File: config.mk
export PLATFORM = sky130hd
export DESIGN_NAME = tlv_packet_deframer
export DESIGN_NICKNAME = d
export VERILOG_FILES = /design/src/hw/rtl/tlvd_pkg.sv /design/src/hw/rtl/tlv_packet_deframer.sv
export SDC_FILE = /design/constraint.sdc
export NUM_CORES = 1
export LEC_CHECK = 0
export BUFFER_PORTS_ARGS = -buffer_cell sky130_fd_sc_hd__buf_2
export CAP_MARGIN = 20
export CORE_MARGIN = 8
export CORE_UTILIZATION = 60
export DETAILED_ROUTE_END_ITERATION = 7
export PLACE_DENSITY_LB_ADDON = 0.08
export SYNTH_ARGS = -nofsm -noshare
export SYNTH_HDL_FRONTEND = slang
export SYNTH_SLANG_ARGS = --single-unit
File: constraint.sdc
create_clock -name clk -period 3.2 [get_ports clk]
set_input_delay 0.16 -clock clk [delete_from_list [all_inputs] [get_ports clk]]
set_output_delay 0.16 -clock clk [all_outputs]
set_load 0.01 [all_outputs]
File: src/hw/rtl/tlvd_pkg.sv
`default_nettype none

package tlvd_pkg;

    // Byte classification codes
    typedef enum logic [2:0] {
        KIND_REQ_TYPE = 3'd0,
        KIND_PKT_LEN  = 3'd1,
        KIND_TLV_TYPE = 3'd2,
        KIND_TLV_LEN  = 3'd3,
        KIND_VALUE    = 3'd4,
        KIND_IGNORED  = 3'd5
    } kind_t;

    // Error codes
    typedef enum logic [2:0] {
        ERR_NONE        = 3'd0,
        ERR_ZERO_TLV    = 3'd1,
        ERR_OVERRUN     = 3'd2,
        ERR_ZERO_PKT    = 3'd3,
        ERR_TOO_MANY    = 3'd4
    } err_t;

    // Saturation point of the reported TLV index
    localparam logic [7:0] TLV_NUM_SAT = 8'd15;

    // One classified byte
    typedef struct packed {
        kind_t       kind;
        logic [7:0]  byte_out;
        logic [3:0]  tlv_number;
        logic [7:0]  value_pos;
        logic        tlv_last;
        logic        packet_last;
        err_t        error;
    } result_t;

endpackage

`default_nettype wire

File: src/hw/rtl/tlv_packet_deframer.sv
// Each accepted byte's result is registered in the result register, or in the skid register while the output stalls.
// Throughput: one byte per cycle while in_stall is low; the parse state is updated by one level of counter logic.
// A two-entry output stage (result register plus skid register) lets input take one more byte
// while the output side stalls; in_stall is the skid register's valid bit.
// Reset (rst_n low, asynchronous) returns the parser to idle and empties the output stage.
`default_nettype none

module tlv_packet_deframer #(
    parameter int MAX_TLVS = 16
) (
    input  wire logic                  clk,
    input  wire logic                  rst_n,
    // input channel
    input  wire logic                  in_valid,
    output logic                       in_stall,
    input  wire logic [7:0]            byte_in,
    input  wire logic                  start_req,
    // output channel
    output logic                       out_valid,
    input  wire logic                  out_stall,
    output tlvd_pkg::kind_t            kind,
    output logic [7:0]                 byte_out,
    output logic [3:0]                 tlv_number,
    output logic [7:0]                 value_pos,
    output logic                       tlv_last,
    output logic                       packet_last,
    output tlvd_pkg::err_t             error
);
    import tlvd_pkg::*;

    localparam int CW = $clog2(MAX_TLVS + 1);
    localparam logic [CW-1:0] TLV_LIMIT = CW'(MAX_TLVS);

    typedef enum logic [2:0] {
        PH_IDLE,
        PH_LEN,
        PH_TTYPE,
        PH_TLEN,
        PH_VALUE
    } phase_t;

    phase_t          phase_reg, phase_next;
    logic [7:0]      packet_left_reg, packet_left_next;
    logic [7:0]      value_left_reg, value_left_next;
    logic [CW-1:0]   tlv_count_reg, tlv_count_next;
    logic [7:0]      value_index_reg, value_index_next;

    result_t         main_reg, main_next;
    logic            main_valid_reg, main_valid_next;
    result_t         skid_reg, skid_next;
    logic            skid_valid_reg, skid_valid_next;

    result_t         res;
    logic            in_acc;
    logic            out_acc;
    logic [7:0]      tlv_wide;
    logic [3:0]      tlv_num_sat;
    logic [7:0]      pkt_dec;
    logic [7:0]      val_dec;

    assign in_acc   = in_valid && !in_stall;
    assign out_acc  = main_valid_reg && !out_stall;
    assign in_stall = skid_valid_reg;

    // Saturated TLV index and shared decrements
    assign tlv_wide    = 8'(tlv_count_reg);
    assign tlv_num_sat = (tlv_wide > TLV_NUM_SAT) ? TLV_NUM_SAT[3:0] : tlv_wide[3:0];
    assign pkt_dec     = packet_left_reg - 8'd1;
    assign val_dec     = value_left_reg - 8'd1;

    // Byte classification and parse state update
    always_comb
    begin
        phase_next       = phase_reg;
        packet_left_next = packet_left_reg;
        value_left_next  = value_left_reg;
        tlv_count_next   = tlv_count_reg;
        value_index_next = value_index_reg;

        res             = '0;
        res.kind        = KIND_IGNORED;
        res.byte_out    = byte_in;
        res.error       = ERR_NONE;

        if (start_req)
        begin
            res.kind         = KIND_REQ_TYPE;
            phase_next       = PH_LEN;
            packet_left_next = '0;
            value_left_next  = '0;
            tlv_count_next   = '0;
            value_index_next = '0;
        end
        else
        begin
            unique case (phase_reg)
                PH_LEN:
                begin
                    res.kind         = KIND_PKT_LEN;
                    packet_left_next = byte_in;
                    if (byte_in == 8'd0)
                    begin
                        res.error       = ERR_ZERO_PKT;
                        res.packet_last = 1'b1;
                        phase_next      = PH_IDLE;
                    end
                    else
                    begin
                        phase_next = PH_TTYPE;
                    end
                end
                PH_TTYPE:
                begin
                    res.kind       = KIND_TLV_TYPE;
                    res.tlv_number = tlv_num_sat;
                    if (tlv_count_reg >= TLV_LIMIT)
                    begin
                        res.error       = ERR_TOO_MANY;
                        res.packet_last = 1'b1;
                        phase_next      = PH_IDLE;
                    end
                    else
                    begin
                        packet_left_next = pkt_dec;
                        if (pkt_dec == 8'd0)
                        begin
                            res.error       = ERR_OVERRUN;
                            res.packet_last = 1'b1;
                            phase_next      = PH_IDLE;
                        end
                        else
                        begin
                            phase_next = PH_TLEN;
                        end
                    end
                end
                PH_TLEN:
                begin
                    res.kind         = KIND_TLV_LEN;
                    res.tlv_number   = tlv_num_sat;
                    packet_left_next = pkt_dec;
                    if (byte_in == 8'd0)
                    begin
                        res.error       = ERR_ZERO_TLV;
                        res.packet_last = 1'b1;
                        phase_next      = PH_IDLE;
                    end
                    else if (byte_in > pkt_dec)
                    begin
                        res.error       = ERR_OVERRUN;
                        res.packet_last = 1'b1;
                        phase_next      = PH_IDLE;
                    end
                    else
                    begin
                        value_left_next  = byte_in;
                        value_index_next = '0;
                        phase_next       = PH_VALUE;
                    end
                end
                PH_VALUE:
                begin
                    res.kind         = KIND_VALUE;
                    res.tlv_number   = tlv_num_sat;
                    res.value_pos    = value_index_reg;
                    packet_left_next = pkt_dec;
                    value_left_next  = val_dec;
                    if (val_dec == 8'd0)
                    begin
                        res.tlv_last     = 1'b1;
                        tlv_count_next   = tlv_count_reg + CW'(1);
                        value_index_next = '0;
                        if (pkt_dec == 8'd0)
                        begin
                            res.packet_last = 1'b1;
                            phase_next      = PH_IDLE;
                        end
                        else
                        begin
                            phase_next = PH_TTYPE;
                        end
                    end
                    else
                    begin
                        value_index_next = value_index_reg + 8'd1;
                    end
                end
                default:
                begin
                    phase_next = PH_IDLE;
                end
            endcase
        end
    end

    // Output stage: result register with one skid entry
    always_comb
    begin
        main_next       = main_reg;
        main_valid_next = main_valid_reg;
        skid_next       = skid_reg;
        skid_valid_next = skid_valid_reg;

        if (out_acc || !main_valid_reg)
        begin
            if (skid_valid_reg)
            begin
                main_next       = skid_reg;
                main_valid_next = 1'b1;
                skid_valid_next = 1'b0;
            end
            else
            begin
                main_next       = res;
                main_valid_next = in_acc;
            end
        end
        else if (in_acc)
        begin
            skid_next       = res;
            skid_valid_next = 1'b1;
        end
    end

    // State and output registers
    always_ff @(posedge clk or negedge rst_n)
    begin
        if (!rst_n)
        begin
            phase_reg       <= PH_IDLE;
            packet_left_reg <= '0;
            value_left_reg  <= '0;
            tlv_count_reg   <= '0;
            value_index_reg <= '0;
            main_reg        <= '0;
            main_valid_reg  <= 1'b0;
            skid_reg        <= '0;
            skid_valid_reg  <= 1'b0;
        end
        else
        begin
            if (in_acc)
            begin
                phase_reg       <= phase_next;
                packet_left_reg <= packet_left_next;
                value_left_reg  <= value_left_next;
                tlv_count_reg   <= tlv_count_next;
                value_index_reg <= value_index_next;
            end
            main_reg       <= main_next;
            main_valid_reg <= main_valid_next;
            skid_reg       <= skid_next;
            skid_valid_reg <= skid_valid_next;
        end
    end

    assign out_valid   = main_valid_reg;
    assign kind        = main_reg.kind;
    assign byte_out    = main_reg.byte_out;
    assign tlv_number  = main_reg.tlv_number;
    assign value_pos   = main_reg.value_pos;
    assign tlv_last    = main_reg.tlv_last;
    assign packet_last = main_reg.packet_last;
    assign error       = main_reg.error;

    // A filled skid entry always sits behind a valid result
    a_skid_behind_main: assert property (@(posedge clk) disable iff (!rst_n)
        skid_valid_reg |-> main_valid_reg)
        else $error("skid entry held with empty result register");

    // Any error ends the packet
    a_err_ends_packet: assert property (@(posedge clk) disable iff (!rst_n)
        (main_valid_reg && main_reg.error != ERR_NONE) |-> main_reg.packet_last)
        else $error("error reported without packet end");

    // TLV end and value position only on value bytes
    a_value_only: assert property (@(posedge clk) disable iff (!rst_n)
        (main_valid_reg && (main_reg.tlv_last || main_reg.value_pos != 8'd0))
        |-> main_reg.kind == KIND_VALUE)
        else $error("value marks on a non-value byte");

    // A start request always leads to the length phase
    a_start_to_len: assert property (@(posedge clk) disable iff (!rst_n)
        (in_acc && start_req) |=> phase_reg == PH_LEN)
        else $error("start request did not enter length phase");

    // After a packet-ending error the parser goes idle
    a_err_to_idle: assert property (@(posedge clk) disable iff (!rst_n)
        (in_acc && res.error != ERR_NONE) |=> phase_reg == PH_IDLE)
        else $error("parser not idle after error");

endmodule

`default_nettype wire
==> flow_summary.toml, run 1 <==
[synth]
synth_cell_types = 57
yosysWarnings = 0
seq_area_frac_synth_pct = 46.56
synth_edf_count = 0
synth_seq_cells = 90
synthCells = 550
syn_nets = 576
synth-main-ff-cell = "dfrtp_1"
syn-cell-area_um2 = 4837
avgSynthCellArea_um2 = 8.795
async_flop_share_pct = 100.0

[detailed_routing]
wl_um = 11090
wl_per_cell_um = 16.03
drt-pass1-iter-count = 4
ant_nets = 0
drc_errors = 0
first_iter_violations = 317
vias_per_cell = 5.892
num_vias = 4077

[sta]
rsz0062_at_grt = "no"
relSlewSlack_pct = 35.56
tightest_slew_ns = 0.9632
tns_ns = 0
hold_slack_ns = 0.03751
period_minus_slack_ns = 3.026
setup_viol_count_final = 0
slew_viol_final = 0
hold_viol = 0
fin_crit_sh_pct = 94.55
max_freq_mhz = 330.5
skew_ns = 0.01508

[worst_setup_path]
critPathKind = "reg -> reg"
reg2reg_depth = 12
cp.required_ns = 3.45
worstPathMaxFanout = 12
critPathCaptureType = "flop"
arrival_ns = 3.27
r2r_slack_ns = 0.17
worstSetupStartpointType = "flop"

[global_route]
grt_pass1_wl_um = 18830
grt_pass1_vias = 3789
grt_max_degree = 73
antenna_found_initial = 0
overflow = 0
grtUsageTotal_pct = 20.26

[placed_design]
gp_congestion = 0.9201
dp_hpwl_um = 7848
dp.cells = 671
port_buffers = 42

[layout]
syn_to_final_growth_pct = 10.61
layout-drive-gt1-share_pct = 15.08
fillers = 645
utilization_pct = 68.88
diodes = 0
largest_reg_flops = 28
final_cells = 692
nets = 611

[clock_tree]
cts.sinks = 90
cts-htree-levels = 3
root_buffer = "clkbuf_8"
clk_pin_slew_ns = 0.10
numCtsBuffers = 9
cts.path.max_buffers = 2
clk_latency_ns = 0.37
tritoncts = "built"

[power]
sw_frac_of_total_pct = 35.03
combPwrFrac_pct = 28.8
power_frac_seq_pct = 45.3
p_switching_uw = 1088
p_per_area_nw_per_um2 = 580.4
p_leak_uw = 0.002394
clockPowerShare_pct = 25.9
p_int_uw = 2017
ir_drop_mv = 0.4245

[die]
row_count = 32
die_height_um = 105.8
design.die.area_um2 = 11190
io_pins = 43
chipWidth_um = 105.8
start_util_pct = 62.27
coreArea_um2 = 7767

[run_status]
status = "completed"

[worst_hold_path]
hold_class = "in -> reg"
whs_path_depth = 3

[job]
drv_cap = 0
==> cells in the final DEF (no fill, tap or decap), drive strengths merged, types with 3 or more instances in the layout <==
| cell type | instances |
|---|---|
| a21o | 4 |
| a21oi | 61 |
| a22oi | 4 |
| a31oi | 5 |
| and3 | 5 |
| buf | 53 |
| clkbuf | 10 |
| dfrtp | 90 |
| ha | 13 |
| inv | 15 |
| mux2 | 7 |
| mux2i | 9 |
| nand2 | 56 |
| nand2b | 13 |
| nand3 | 13 |
| nand3b | 3 |
| nor2 | 80 |
| nor2b | 4 |
| nor3 | 14 |
| nor4 | 6 |
| o211ai | 13 |
| o21ai | 57 |
| o22ai | 4 |
| o31ai | 6 |
| or3 | 3 |
| or4 | 3 |
| xnor2 | 6 |
==> Yosys cell counts (2+ instances only) <==
library cell	number	area, um2
dfrtp_1	90	2252
nor2_1	80	300.3
a21oi_1	61	305.3
nand2_1	56	210.2
o21ai_0	51	255.2
clkbuf_1	21	78.83
nor3_1	14	70.07
ha_1	13	162.7
inv_1	13	48.80
nand2b_1	13	81.33
nand3_1	13	65.06
o211ai_1	13	97.59
mux2i_1	9	90.09
mux2_2	7	78.83
o31ai_1	6	45.04
xnor2_1	6	52.55
a31oi_1	5	31.28
and3_1	5	31.28
buf_2	5	25.02
nor4_1	5	31.28
o21ai_1	5	25.02
a21o_1	4	30.03
a22oi_1	4	30.03
nor2b_1	4	25.02
o22ai_1	4	25.02
buf_1	3	11.26
nand3b_1	3	22.52
a211oi_1	2	15.01
a22o_1	2	17.52
nor3b_1	2	15.01
or2_2	2	12.51
or3_1	2	12.51
or4_1	2	15.01
xor2_1	2	17.52
==> per-stage QoR <==
| stage | total power [uW] | worst slack, ns | cell area [um2] |
|---|---|---|---|
| final | 3105 | 0.1743 | 5350 |
| after global routing | 3287 | 0.007191 | 5350 |
| after CTS | 3101 | 0.07113 | 5318 |
| after detailed placement | 2302 | 0.1235 | 5106 |
| after global placement | 2259 | 0.2502 | 5106 |
| after floorplan | 2051 | 0.4537 | 4837 |
==> critical path: stages, from the launching register on <==
cell and delay (ns):
dfrtp_1 0.42, inv_1 0.13, ha_2 0.24, nand2_1 0.08
xor2_1 0.16, ha_1 0.33, mux2i_1 0.14, a21o_1 0.17
maj3_2 0.32, a221o_2 0.41, nand4_4 0.20, a2bb2oi_4 0.20
o21ai_0 0.12
==> power by group through the flow <==
stage | sequential [uW] | combinational, uW | clock (uW)
floorplan | 1410 | 640 | 0
global placement | 1420 | 841 | 0
detailed placement | 1430 | 875 | 0
CTS | 1400 | 888 | 809
global route | 1430 | 1010 | 851
finish | 1410 | 896 | 803
==> path summary, 6_finish.rpt <==
kind                                                 from                            end
max                        packet_left_reg[0]$_DFFE_PN0P_  value_left_reg[5]$_DFFE_PN0P_
min                                              in_valid          out_valid$_DFFE_PN0N_
max reg2reg                packet_left_reg[0]$_DFFE_PN0P_  value_left_reg[5]$_DFFE_PN0P_
min reg2reg                       skid_reg[4]$_DFFE_PN0P_        skid_reg[4]$_DFFE_PN0P_
max in group asynchronous                           rst_n   tlv_count_reg[1]$_DFFE_PN0P_
min in group asynchronous                           rst_n       value_pos[2]$_DFFE_PN0N_
==> logic make-up after synthesis <==
| kind of cell | Yosys count | share of synthesized area, % |
|---|---|---|
| and+or+nand+nor | 211 | 20.82 |
| AOI/OAI and AO/OA | 166 | 20.18 |
| DFF | 90 | 46.56 |
| buffers and inverters | 44 | 3.699 |
| muxes | 16 | 3.492 |
| adders and majority gates | 15 | 3.802 |
| xor gates and xnor gates | 8 | 1.449 |
==> timing repair <==
action                     CTS  global route
hold endpoints to repair    70             0
setup endpoints to repair    0             8
hold buffers                 1             0
resized for setup            0             1
buffers inserted             0             2
==> routing by layer <==
layer	up-vias	GRT usage [%]	share of wire (%)
met5	-	0	0
met4	0	5.930	0.99
met3	14	4.080	4.6
met2	100	30.61	45
met1	1947	28.70	49
li1	2016	-	-
==> area by class of cell <==
type                            count  area, um2  share of cell area (%)
Sequential cell                    90       2252                   42.10
Inverter                           14      52.55                  0.9822
Clock buffer                       10      127.6                   2.385
Tap cell                          102      127.6                   2.385
Clock inverter                      6      73.82                   1.380
Timing Repair Buffer               54      305.3                   5.706
Multi-Input combinational cell    416       2411                   45.07
Note: power is estimated with default switching activity, not from simulation.
==> run 2, diff against run 1 <==
- ABC_AREA: not set -> 1
- CELL_PAD_IN_SITES_DETAIL_PLACEMENT: not set -> 1
- CELL_PAD_IN_SITES_GLOBAL_PLACEMENT: not set -> 1
- CORE_UTILIZATION: 60 -> 44
- CTS_CLUSTER_SIZE: not set -> 20
==> run 2 against run 1 <==
Compared with the run above:
- sequential cell count is the same
- critical path depth grew 7
- combinational power grew 14%
- worst hold slack lost 0.020 ns
- clock power shrank 6.0%
- maximum frequency grew 13%
- cell count grew 17%
- global-route usage grew 0.31 points
- clock skew shrank 0.0017 ns
- critical endpoint is now value_index_reg[5]$_DFFE_PN0P_
- wire length grew 27%
==> flow_summary.toml, run 2 <==
[worst_setup_path]
critPathKind = "reg -> reg"
cpMostUsedCell = "nand2_1"
startpoint = "packet_left_reg[0]$_DFFE_PN0P_"
cp_slowest_cell = "dfrtp_1"
worstPathCellList = "inv_1 > ha_1 > xnor2_1 > ha_1 > nand2_1 > inv_1 > nand2_1 > nand2_1 > nand2_1 > nand2_1 > nand2_1 > nand2_1 > nand2_1 > nand2_1 > nand3_1 > nand2_1 > inv_2 > nand3_1 > a21oi_1"
cp.required_ns = 3.49
reg2reg_from = "packet_left_reg[0]$_DFFE_PN0P_"
crit_cells = 19
arrival_ns = 2.96
reg2reg_depth = 19
path_buf_inv = 3
r2r-end = "value_index_reg[5]$_DFFE_PN0P_"
critPathCaptureType = "flop"
crit_path_end = "value_index_reg[5]$_DFFE_PN0P_"
critPathMaxStageDelay_ns = 0.40
worstSetupStartpointType = "flop"
crit_family = "simple AND/OR/NAND/NOR gates"
r2r_slack_ns = 0.53
worstPathMaxFanout = 21

[layout]
final_cell_mix = "nand2_1, dfrtp_1, nor2_1"
syn_to_final_growth_pct = 11.43
largest_reg_flops = 28
utilization_pct = 50.07
diodes = 0
final_cells = 810
nets = 691
fillers = 1376
layout-drive-gt1-share_pct = 14.18
final_common_cell = "nand2_1"

[global_route]
grt_pass1_vias = 4745
grt_pass1_wl_um = 24310
antenna_found_initial = 0
use_met3_pct = 3.537
grt_max_degree = 71
grtUsageMet1_pct = 26.99
overflow = 0
grtUsageMet2_pct = 32.54
grtUsageTotal_pct = 20.57
gr-max-usage-layer = "met2"

[power]
ir_drop_mv = 0.2575
power_uw = 3208
p_per_area_nw_per_um2 = 593.7
p_leak_uw = 0.002602

[placed_design]
gp_congestion = 0.8410
dp_hpwl_um = 10340
port_buffers = 42
dp.cells = 793

[sta]
max_freq_mhz = 374.7
tightest_slew_ns = 0.8976
fin_crit_sh_pct = 83.39
slew_viol_final = 0
hold_viol = 0
skew_ns = 0.01339
period_minus_slack_ns = 2.668
relSlewSlack_pct = 40.16
tns_ns = 0
hold_slack_ns = 0.01712
rsz0062_at_grt = "no"
setup_viol_count_final = 0

[synth]
yosys.area_share.simple_pct = 28.04
ys_top_cells_by_area = "dfrtp_1, nand2_1, nor2_1"
seq_area_frac_synth_pct = 46.44
synth-main-ff-cell = "dfrtp_1"
synth_compound_area_share_pct = 13.75
synth_edf_count = 0
yosys.area.top_type = "dfrtp_1"
synth_cell_types = 40
yosysWarnings = 0
yosys-top-cells-count = "nand2_1, dfrtp_1, nor2_1"
avgSynthCellArea_um2 = 7.759
syn_nets = 651
synth_top_family_by_area = "simple AND/OR/NAND/NOR gates"
synth-xor-area-share_pct = 1.264
synth_seq_cells = 90
synth-adder-area-share_pct = 3.354
synth.mux.area_fraction_pct = 0
yosys.area.top_type_share_pct = 46.44
async_flop_share_pct = 100.0
synthCells = 625
syn-cell-area_um2 = 4850
yosys.cell_count.top_type = "nand2_1"

[clock_tree]
cts.path.max_buffers = 2
cts.sinks = 90
cts_hold_buf = 1
tritoncts = "built"
cts_setup_buffers = 0
clk_pin_slew_ns = 0.10
postCtsResizedCells = 0
root_buffer = "clkbuf_8"
clk_latency_ns = 0.37
numCtsBuffers = 9
cts-htree-levels = 3

[die]
start_util_pct = 44.93
row_count = 38
io_pins = 43
die_height_um = 121.0
design.die.area_um2 = 14640
coreArea_um2 = 10790
chipWidth_um = 121.0

[detailed_routing]
ant_nets = 0
wl_per_cell_um = 17.44
wl_um = 14120
drt-pass1-iter-count = 4
num_vias = 4449
vias_per_cell = 5.493
drc_errors = 0
first_iter_violations = 312

[worst_hold_path]
hold_class = "in -> reg"

[job]
drv_cap = 0

[run_status]
status = "completed"
-- run 2: cell count changes in the layout (fill, tap and decap cells not counted), sizes merged, moves of 6 or more --
cell	previous run	this run
nand2	56	181
inv	15	60
a21oi	61	22
nand3	13	44
a31oi	5	22
nand2b	13	0
nor2	80	67
mux2i	9	0
mux2	7	0
o211ai	13	6
o21ai	57	51
o31ai	6	0
-- run 2: per-layer routing --
metal,vias to the layer above,part of all wire [%],routed length [um]
met5,-,0,0
met4,0,2.5,355
met3,24,4.5,630
met2,88,47,6587
met1,2195,46,6549
li1,2142,-,-
-- run 2: logic make-up after synthesis --
family,after synthesis
adder cells (fa/ha/maj),13
XOR/XNOR,7
AND/OR/NAND/NOR,316
buffers and inverters,85
AO/OA/AOI/OAI,114
flip-flops,90
-- run 2: final cells by class --
| class | instances | area, um2 | share of cell area [%] |
|---|---|---|---|
| Sequential cell | 90 | 2252 | 41.68 |
| Multi-Input combinational cell | 450 | 2251 | 41.65 |
| Timing Repair Buffer | 55 | 312.8 | 5.788 |
| Clock buffer | 9 | 123.9 | 2.292 |
| Tap cell | 140 | 175.2 | 3.241 |
| Inverter | 59 | 229.0 | 4.237 |
| Clock inverter | 7 | 60.06 | 1.111 |
-- run 2: how the worst min path moves through the flow --
stage                                          to     start  cells after the start
final                       out_valid$_DFFE_PN0N_  in_valid                      3
after global routing        out_valid$_DFFE_PN0N_  in_valid                      3
after CTS                   out_valid$_DFFE_PN0N_  in_valid                      3
after detailed placement     in_stall$_DFFE_PN0P_     rst_n                      1
after global placement       in_stall$_DFFE_PN0P_     rst_n                      1
after floorplan           byte_out[0]$_DFFE_PN0N_     rst_n                      0
-- run 2: power by group --
part / leakage (uW) / switching (uW) / internal, uW
clock network: 0.0000844 / 461 / 295
logic: 0.00135 / 690 / 335
registers: 0.00117 / 125 / 1300
-- run 2: tightest hold or removal path, delay by kind of cell --
| kind | cells | cell delay (ns) |
|---|---|---|
| buffers and inverters | 1 | 0.09 |
| AND/OR/NAND/NOR | 2 | 0.10 |
-- run 2: per-stage QoR --
step                cell area [um2]  setup WS [ns]
floorplan                      4850         0.9457
global placement               5210         0.6892
detailed placement             5210         0.5447
CTS                            5404         0.5095
global route                   5404         0.2076
finish                         5404         0.5315
